## config.mk

```make
export PLATFORM = sky130hd
export DESIGN_NAME = clock_time_set_editor_core
export DESIGN_NICKNAME = d
export VERILOG_FILES = /design/src/design/ctse_pkg.sv /design/src/design/ctse_event.sv /design/src/design/clock_time_set_editor_core.sv
export SDC_FILE = /design/constraint.sdc
export NUM_CORES = 1
export LEC_CHECK = 0
export BUFFER_PORTS_ARGS = -buffer_cell sky130_fd_sc_hd__buf_2
export CORE_MARGIN = 10
export CORE_UTILIZATION = 30
export CTS_BUF_LIST = sky130_fd_sc_hd__clkbuf_8
export DETAILED_ROUTE_END_ITERATION = 10
export HOLD_SLACK_MARGIN = 0.05
export PLACE_DENSITY = 0.56
export SYNTH_ARGS = -nofsm -noshare
export SYNTH_HDL_FRONTEND = slang
export SYNTH_SLANG_ARGS = --single-unit
```

## constraint.sdc

```tcl
create_clock -name clock -period 7.45 [get_ports clock]
set_clock_uncertainty 0.2 [all_clocks]
set_input_delay 1.49 -clock clock [delete_from_list [all_inputs] [get_ports clock]]
set_output_delay 1.49 -clock clock [all_outputs]
set_load 0.01 [all_outputs]
```

## src/design/ctse_pkg.sv

```systemverilog
// ----------------------------------------------------------------------------
// ctse_pkg
// Shared types, codes and digit arithmetic for the 24-hour time set editor.
// ----------------------------------------------------------------------------
package ctse_pkg;

   // Event codes
   localparam logic [1:0] OP_START = 2'd0;
   localparam logic [1:0] OP_PRESS = 2'd1;
   localparam logic [1:0] OP_TICK  = 2'd2;

   // Result status codes
   localparam logic [2:0] ST_EDITING = 3'd0;
   localparam logic [2:0] ST_COMMIT  = 3'd1;
   localparam logic [2:0] ST_CANCEL  = 3'd2;
   localparam logic [2:0] ST_TIMEOUT = 3'd3;
   localparam logic [2:0] ST_IGNORED = 3'd4;

   // Digit positions
   localparam logic [2:0] DIG_HOUR_TENS = 3'd1;
   localparam logic [2:0] DIG_HOUR_UNIT = 3'd2;
   localparam logic [2:0] DIG_MIN_TENS  = 3'd3;
   localparam logic [2:0] DIG_MIN_UNIT  = 3'd4;
   localparam logic [2:0] DIG_DONE      = 3'd5;

   // Limits
   localparam logic [4:0]  HOURS_MAX    = 5'd23;
   localparam logic [5:0]  MINUTES_MAX  = 6'd59;
   localparam logic [15:0] IDLE_TICKS_RESET = 16'd1000;

   // Configuration register map
   localparam int unsigned CSR_ADDR_W  = 3;
   localparam logic        CSR_IDX_IDLE_TICKS = 1'b0;

   typedef struct packed {
      logic [1:0] opcode;
      logic       btn_next;
      logic       btn_cancel;
      logic       btn_up;
      logic       btn_down;
      logic [4:0] start_hours;
      logic [5:0] start_minutes;
   } req_data_type;

   typedef struct packed {
      logic [2:0] status;
      logic [4:0] edit_hours;
      logic [5:0] edit_minutes;
      logic [2:0] selected_digit;
   } rsp_data_type;

   typedef struct packed {
      logic        editing;
      logic [2:0]  digit_sel;
      logic [4:0]  hours_val;
      logic [5:0]  minutes_val;
      logic [15:0] idle_left;
   } state_type;

   typedef struct packed {
      logic [4:0] hours;
      logic [5:0] minutes;
   } hm_type;

   // Tens of a value below 64, by compare ladder
   function automatic logic [2:0] tens_of(input logic [5:0] v);
      logic [2:0] t;
      if (v >= 6'd60)      t = 3'd6;
      else if (v >= 6'd50) t = 3'd5;
      else if (v >= 6'd40) t = 3'd4;
      else if (v >= 6'd30) t = 3'd3;
      else if (v >= 6'd20) t = 3'd2;
      else if (v >= 6'd10) t = 3'd1;
      else                 t = 3'd0;
      return t;
   endfunction

   // Units left after taking the tens off
   function automatic logic [3:0] units_of(input logic [5:0] v, input logic [2:0] t);
      logic [6:0] r;
      r = 7'(v) - 7'(t) * 7'd10;
      return r[3:0];
   endfunction

   // Increment the selected digit with wrap
   function automatic hm_type digit_up(input logic [2:0] sel, input hm_type v);
      logic [2:0] ht, mt;
      logic [3:0] hu, mu;
      hm_type     r;
      ht = tens_of({1'b0, v.hours});
      hu = units_of({1'b0, v.hours}, ht);
      mt = tens_of(v.minutes);
      mu = units_of(v.minutes, mt);
      r  = v;
      case (sel)
         DIG_HOUR_TENS: r.hours = (ht < 3'd2) ? 5'(v.hours + 5'd10) : 5'(hu);
         DIG_HOUR_UNIT: begin
            if (ht < 3'd2)
               r.hours = (hu < 4'd9) ? 5'(v.hours + 5'd1) : 5'(5'(ht) * 5'd10);
            else
               r.hours = (hu < 4'd3) ? 5'(v.hours + 5'd1) : 5'(5'(ht) * 5'd10);
         end
         DIG_MIN_TENS:  r.minutes = (mt < 3'd5) ? 6'(v.minutes + 6'd10) : 6'(mu);
         DIG_MIN_UNIT:  r.minutes = (mu < 4'd9) ? 6'(v.minutes + 6'd1)
                                                : 6'(6'(mt) * 6'd10);
         default: ;
      endcase
      return r;
   endfunction

   // Decrement the selected digit with wrap
   function automatic hm_type digit_down(input logic [2:0] sel, input hm_type v);
      logic [2:0] ht, mt;
      logic [3:0] hu, mu;
      hm_type     r;
      ht = tens_of({1'b0, v.hours});
      hu = units_of({1'b0, v.hours}, ht);
      mt = tens_of(v.minutes);
      mu = units_of(v.minutes, mt);
      r  = v;
      case (sel)
         DIG_HOUR_TENS: r.hours = (ht > 3'd0) ? 5'(v.hours - 5'd10) : 5'(5'(hu) + 5'd20);
         DIG_HOUR_UNIT: begin
            if (ht < 3'd2)
               r.hours = (hu > 4'd0) ? 5'(v.hours - 5'd1) : 5'(5'(ht) * 5'd10 + 5'd9);
            else
               r.hours = (hu > 4'd0) ? 5'(v.hours - 5'd1) : 5'(5'(ht) * 5'd10 + 5'd3);
         end
         DIG_MIN_TENS:  r.minutes = (mt > 3'd0) ? 6'(v.minutes - 6'd10)
                                                : 6'(6'(mu) + 6'd50);
         DIG_MIN_UNIT:  r.minutes = (mu > 4'd0) ? 6'(v.minutes - 6'd1)
                                                : 6'(6'(mt) * 6'd10 + 6'd9);
         default: ;
      endcase
      return r;
   endfunction

endpackage

```

## src/design/ctse_event.sv

```systemverilog
// ----------------------------------------------------------------------------
// ctse_event
// Next-state and result logic for one request against the held edit state.
// ----------------------------------------------------------------------------
module ctse_event
   import ctse_pkg::*;
(
   input  state_type    cur,
   input  req_data_type req,
   input  logic [15:0]  idle_ticks,
   output state_type    nxt,
   output rsp_data_type rsp
);

   logic [4:0]  h_start;
   logic [5:0]  m_start;
   logic [2:0]  sel_next;
   hm_type      hm_next, hm_up, hm_down;
   logic [15:0] left_dec;
   logic [2:0]  status;

   // Saturate start values
   assign h_start = (req.start_hours > HOURS_MAX) ? HOURS_MAX : req.start_hours;
   assign m_start = (req.start_minutes > MINUTES_MAX) ? MINUTES_MAX : req.start_minutes;

   // Next button: clamp 24..29 when leaving the hours tens, then advance
   always_comb begin
      hm_next.hours   = cur.hours_val;
      hm_next.minutes = cur.minutes_val;
      sel_next        = cur.digit_sel;
      if (req.btn_next) begin
         if (cur.digit_sel == DIG_HOUR_TENS && cur.hours_val >= 5'd24
             && cur.hours_val <= 5'd29)
            hm_next.hours = HOURS_MAX;
         if (cur.digit_sel < DIG_DONE)
            sel_next = 3'(cur.digit_sel + 3'd1);
      end
   end

   // Up then down on the digit selected after next
   assign hm_up   = req.btn_up ? digit_up(sel_next, hm_next) : hm_next;
   assign hm_down = req.btn_down ? digit_down(sel_next, hm_up) : hm_up;

   assign left_dec = (cur.idle_left != 16'd0) ? 16'(cur.idle_left - 16'd1) : 16'd0;

   // Event dispatch
   always_comb begin
      nxt    = cur;
      status = ST_IGNORED;
      case (req.opcode)
         OP_START: begin
            nxt.hours_val   = h_start;
            nxt.minutes_val = m_start;
            nxt.digit_sel   = DIG_HOUR_TENS;
            nxt.editing     = 1'b1;
            nxt.idle_left   = idle_ticks;
            status          = ST_EDITING;
         end
         OP_PRESS: begin
            if (cur.editing) begin
               nxt.idle_left = idle_ticks;
               nxt.digit_sel = sel_next;
               if (req.btn_cancel) begin
                  nxt.hours_val   = hm_next.hours;
                  nxt.minutes_val = hm_next.minutes;
                  nxt.editing     = 1'b0;
                  status          = ST_CANCEL;
               end else begin
                  nxt.hours_val   = hm_down.hours;
                  nxt.minutes_val = hm_down.minutes;
                  if (sel_next > DIG_MIN_UNIT) begin
                     nxt.editing = 1'b0;
                     status      = ST_COMMIT;
                  end else begin
                     status      = ST_EDITING;
                  end
               end
            end
         end
         OP_TICK: begin
            if (cur.editing) begin
               nxt.idle_left = left_dec;
               if (left_dec == 16'd0) begin
                  nxt.editing = 1'b0;
                  status      = ST_TIMEOUT;
               end else begin
                  status      = ST_EDITING;
               end
            end
         end
         default: ;
      endcase
   end

   // Result reports the state after the event
   assign rsp.status         = status;
   assign rsp.edit_hours     = nxt.hours_val;
   assign rsp.edit_minutes   = nxt.minutes_val;
   assign rsp.selected_digit = nxt.digit_sel;

endmodule

```

## src/design/clock_time_set_editor_core.sv

```systemverilog
// ----------------------------------------------------------------------------
// clock_time_set_editor_core
// Event-driven 24-hour time editor with an idle timeout register.
// ----------------------------------------------------------------------------
// Usage:
//   Requests arrive on req_valid / req_data and are taken at a clock edge
//   with req_valid high and req_stall low. Each request (start, press, tick
//   or an unused code) yields exactly one response on rsp_valid / rsp_data,
//   taken when rsp_valid is high and rsp_stall is low.
//   The response is registered: it is loaded into the output register at
//   the edge that takes the request. Throughput is one request per cycle
//   while req_stall is low; the whole event is worked out by the digit
//   logic between the state registers and the output register.
//   When the receiver stalls, the held response stays put and req_stall is
//   raised while the output register is full and stalled; it falls as soon
//   as the response drains, and the next request may enter in that cycle.
//   The idle_ticks register sits at byte address 0 of the csr_ port. The
//   user must write it only while the editor has no response outstanding;
//   the block does not enforce this. Synchronous reset returns to idle,
//   empties the output register and sets idle_ticks to 1000.
// ----------------------------------------------------------------------------
module clock_time_set_editor_core
   import ctse_pkg::*;
(
   input  logic                  clock,
   input  logic                  reset,
   // request channel
   input  logic                  req_valid,
   output logic                  req_stall,
   input  req_data_type          req_data,
   // response channel
   output logic                  rsp_valid,
   input  logic                  rsp_stall,
   output rsp_data_type          rsp_data,
   // configuration port
   input  logic                  csr_psel,
   input  logic                  csr_penable,
   input  logic                  csr_pwrite,
   input  logic [CSR_ADDR_W-1:0] csr_paddr,
   input  logic [31:0]           csr_pwdata,
   output logic [31:0]           csr_prdata,
   output logic                  csr_pready
);

   state_type    state_ff, state_in;
   rsp_data_type rsp_data_ff, rsp_data_in;
   logic         rsp_valid_ff;
   logic [15:0]  idle_ticks_ff;
   logic         req_take;
   logic         csr_write;

   // Handshakes
   assign req_stall = rsp_valid_ff & rsp_stall;
   assign req_take  = req_valid & ~req_stall;
   assign csr_pready = 1'b1;
   assign csr_write = csr_psel & csr_penable & csr_pwrite & csr_pready
                      & (csr_paddr[CSR_ADDR_W-1] == CSR_IDX_IDLE_TICKS);

   // Register read
   assign csr_prdata = (csr_paddr[CSR_ADDR_W-1] == CSR_IDX_IDLE_TICKS)
                       ? {16'd0, idle_ticks_ff} : 32'd0;

   // Event logic
   ctse_event u_event (
      .cur        (state_ff),
      .req        (req_data),
      .idle_ticks (idle_ticks_ff),
      .nxt        (state_in),
      .rsp        (rsp_data_in)
   );

   // State, config and output register
   always_ff @(posedge clock) begin
      if (reset) begin
         state_ff.editing     <= 1'b0;
         state_ff.digit_sel   <= DIG_HOUR_TENS;
         state_ff.hours_val   <= 5'd0;
         state_ff.minutes_val <= 6'd0;
         state_ff.idle_left   <= 16'd0;
         idle_ticks_ff        <= IDLE_TICKS_RESET;
         rsp_valid_ff         <= 1'b0;
      end else begin
         if (csr_write)
            idle_ticks_ff <= csr_pwdata[15:0];
         if (req_take) begin
            state_ff     <= state_in;
            rsp_valid_ff <= 1'b1;
         end else if (~rsp_stall) begin
            rsp_valid_ff <= 1'b0;
         end
      end
   end

   // Response payload
   always_ff @(posedge clock) begin
      if (req_take)
         rsp_data_ff <= rsp_data_in;
   end

   assign rsp_valid = rsp_valid_ff;
   assign rsp_data  = rsp_data_ff;

endmodule

```

==> out/results.txt <==
CTS tree - yes
Synth Cell Area - 7070 um^2
GRT Util Overall - 14.2%
H-tree depth - 3
Top cell type's share of synthesized area - 13.6%
Initial antenna violation count - 2
FF-to-FF End - rsp_data[5]$_DFFE_PP_
Gpl congestion - 0.917
Synthesized area per cell - 7.68 um^2
Min-delay src - idle_ticks_ff[14]$_SDFFE_PP0P_
DRT iter0 DRCs - 620
Layout cells sized above 1 - 20.4%
Pin count of the biggest net entering global routing - 50
Dpl cells - 1310
Multi-input logic area - 5110 um^2
Power Density - 176 nW/um^2
Leakage power - 3.32 nW
Initial core utilization - 30.3%
Dominant cell type by area after synthesis - dfxtp_1
Flops & latches, synth - 65
Pre-antenna DRT Iters - 6
Bufs on Longest Clock Path - 2
Slew Limit Fails - 0
Max-Cap Viols - 0
Cells after synthesis - 921
Fin. Hold Viols - 0
FF/Latch Area - 1470 um^2
RSZ-0062 raised after global routing - false
Most used DFF post-synth - dfxtp_1
Port bufs - 75
Hold depth - 2
Share of synthesized registers carrying an async set or reset - 0%
Relative slew slack - 29.9%
Number of buffers created by CTS - 9
Clock Latency Late Sink - 0.38 ns
Setup violators final - 0
Number of synthesized flops with an enable pin - 17
Min-Delay Path Class - reg -> reg
Chip Height - 174 um
Detailed-route via count - 7109
Ant diodes - 0
Status - finished clean
Register area share after synthesis - 20.8%
Max FO, Critical Path - 6
Yosys warnings - 0
Worst-case reg-to-reg path depth - 28
Die ar. - 30100 um^2
CTS Root Cell - clkbuf_8
Achievable Freq - 0.142 GHz
Via density - 5.36
DRC - 0
Reg2Reg Launch Point - state_ff[18]$_SDFFE_PP0P_
Placement Rows - 56
Total grt overflow - 0
Post-route antenna net violation count - 0
Clk slew on worst S/H paths - 0.08 ns
# hold bufs at CTS - 0
Synth cell types - 107
Hold EP - idle_ticks_ff[14]$_SDFFE_PP0P_
Synth top area cells - dfxtp_1 14%, ha_1 7.3%, edfxtp_1 7.2%
Vias in the first global route - 6755
Worst Setup End Kind - flip-flop
Clock tree sinks - 65
Layout Cells excl Fill - 1326
IO Count - 111
First-pass GRT wire length - 35.9 mm
Worst EP required - 7.38 ns
Die X - 174 um
Total negative slack - 0 ns
Filler Cell Count - 2496
Dpl ws - 0.0394 ns
Syn-to-layout area delta - 15.5%
Peak supply drop - 75.4 uV
Final worst-path cycle share - 94.7%
DRT Wirelength - 22.4 mm
R2r setup slk - 0.44 ns
CORE AREA - 23300 um^2
Final worst path period need - 7.06 ns
WL per Instance - 16.9 um
Final Net Count - 1106
Post-DP HPWL - 17.1 mm
Path type of the worst setup path - in -> reg
CP Data Arrival Time - 6.99 ns
Final WS setup - 0.392 ns
Startpoint Class - input pin
Worst Tran Pin Value - 1.05 ns
Number of post-CTS setup repair buffers - 0
## metal layers
| layer | global-route usage (%) | part of all wire, % |
|---|---|---|
| met1 | 18.7 | 47 |
| met2 | 23.5 | 47 |
| met3 | 2.92 | 5.2 |
| met4 | 3.09 | 0.94 |
| met5 | 0 | 0.12 |
## final cells by class
type                            count  area share [%]
Timing Repair Buffer              132            9.83
Clock buffer                       10            1.68
Inverter                           44            2.02
Multi-Input combinational cell    750            62.6
Tap cell                          319            4.88
Clock inverter                      6           0.995
Sequential cell                    65            18.0
## how the worst max path moves through the flow
stage	start	to	slack (ns)	cells past startpoint
floorplan	req_data[14]	rsp_data[12]$_DFFE_PP_	0.04	29
global placement	req_data[14]	rsp_data[12]$_DFFE_PP_	0.05	28
detailed placement	req_data[14]	rsp_data[12]$_DFFE_PP_	0.04	29
CTS	state_ff[18]$_SDFFE_PP0P_	rsp_data[5]$_DFFE_PP_	0.39	26
global route	req_data[14]	rsp_data[12]$_DFFE_PP_	0.03	28
finish	req_data[14]	rsp_data[12]$_DFFE_PP_	0.39	27
## power breakdown
group | leakage (nW) | switching (mW) | internal [mW]
Combinational | 2.64 | 0.396 | 0.287
Clock | 0.111 | 0.154 | 0.195
Sequential | 0.562 | 0.0237 | 0.386
## flip-flops by register name, summed over array words and instances, names as in the netlist
| signal | count |
|---|---|
| idle_ticks_ff | 16 |
| rsp_valid | 1 |
| state_ff | 31 |
| rsp_data | 17 |
## cell usage after synthesis (9+ instances only)
cell      count
a211oi_1     16
a21o_1       13
a21oi_1      46
a22oi_1      17
a31oi_1      10
and2_1       14
and3_1       13
buf_2        14
buf_4        18
clkbuf_1     37
dfxtp_1      48
edfxtp_1     17
ha_1         41
inv_1        41
mux2i_1       9
nand2_1     106
nand2b_1     18
nand3_1      25
nand3b_1     12
nor2_1       69
nor2b_1      32
nor3_1       18
o211ai_1     16
o21a_1        9
o21ai_0      42
o31ai_1      12
or3_1        11
xnor2_1      14
## worst max-delay path, stage by stage
cell and delay, ns:
buf_2 0.09, and4b_1 0.20, and2_1 0.15, or2_2 0.13, inv_1 0.05, ha_1 0.20
fa_1 0.45, nor2b_1 0.19, a41oi_2 0.29, a21o_1 0.18, or4bb_1 0.51, nand3_2 0.11
inv_2 0.04, and3_1 0.18, or3_1 0.38, nand2_1 0.10, inv_1 0.06, ha_1 0.19
fa_1 0.40, xor2_2 0.17, xor2_1 0.15, ha_1 0.27, a311oi_1 0.27, o41ai_1 0.12
a211o_1 0.24, a211oi_1 0.31, nor2_1 0.08
## cells in the final DEF (no fill, tap or decap), types with 25 or more instances in the layout
| master | n |
|---|---|
| dfxtp_1 | 46 |
| o21ai_0 | 42 |
| nand2_1 | 106 |
| nor2_1 | 68 |
| nand3_1 | 25 |
| buf_2 | 75 |
| nor2b_1 | 32 |
| a21oi_1 | 46 |
| buf_4 | 57 |
| ha_1 | 41 |
| inv_1 | 40 |
## stage by stage
step / power, mW / utilization, % / hold slack (ns) / instance area [um^2]
2_1_floorplan: 0.888 / - / 0.244 / 7160
3_3_place_gp: 1.09 / 34.0 / 0.265 / 7940
3_5_place_dp: 1.09 / 34.0 / 0.272 / 7940
4_1_cts: 1.45 / 35.0 / 0.283 / 8160
5_1_grt: 1.55 / 35.0 / 0.308 / 8170
6_report: 1.44 / 35.0 / 0.287 / 8170
## logic make-up (layout without fill, tap and decap cells)
logic type / count (synthesis) / count (layout) / share of synthesized area, %
muxes: 14 / 14 / 2.23
buffers and inverters: 121 / 192 / 8.17
DFF: 65 / 65 / 20.8
adders and majority gates: 45 / 45 / 8.38
AOI/OAI and AO/OA: 277 / 277 / 29.2
xor gates and xnor gates: 24 / 24 / 3.27
other: 2 / 17 / 0.106
and+or+nand+nor: 373 / 373 / 27.9
## repair_timing
action	4_1_cts	5_1_grt
endpoints found under the setup margin	0	11
gates resized for setup	0	6
hold endpoints to repair	0	0
Power figures use the tool's default switching activity.
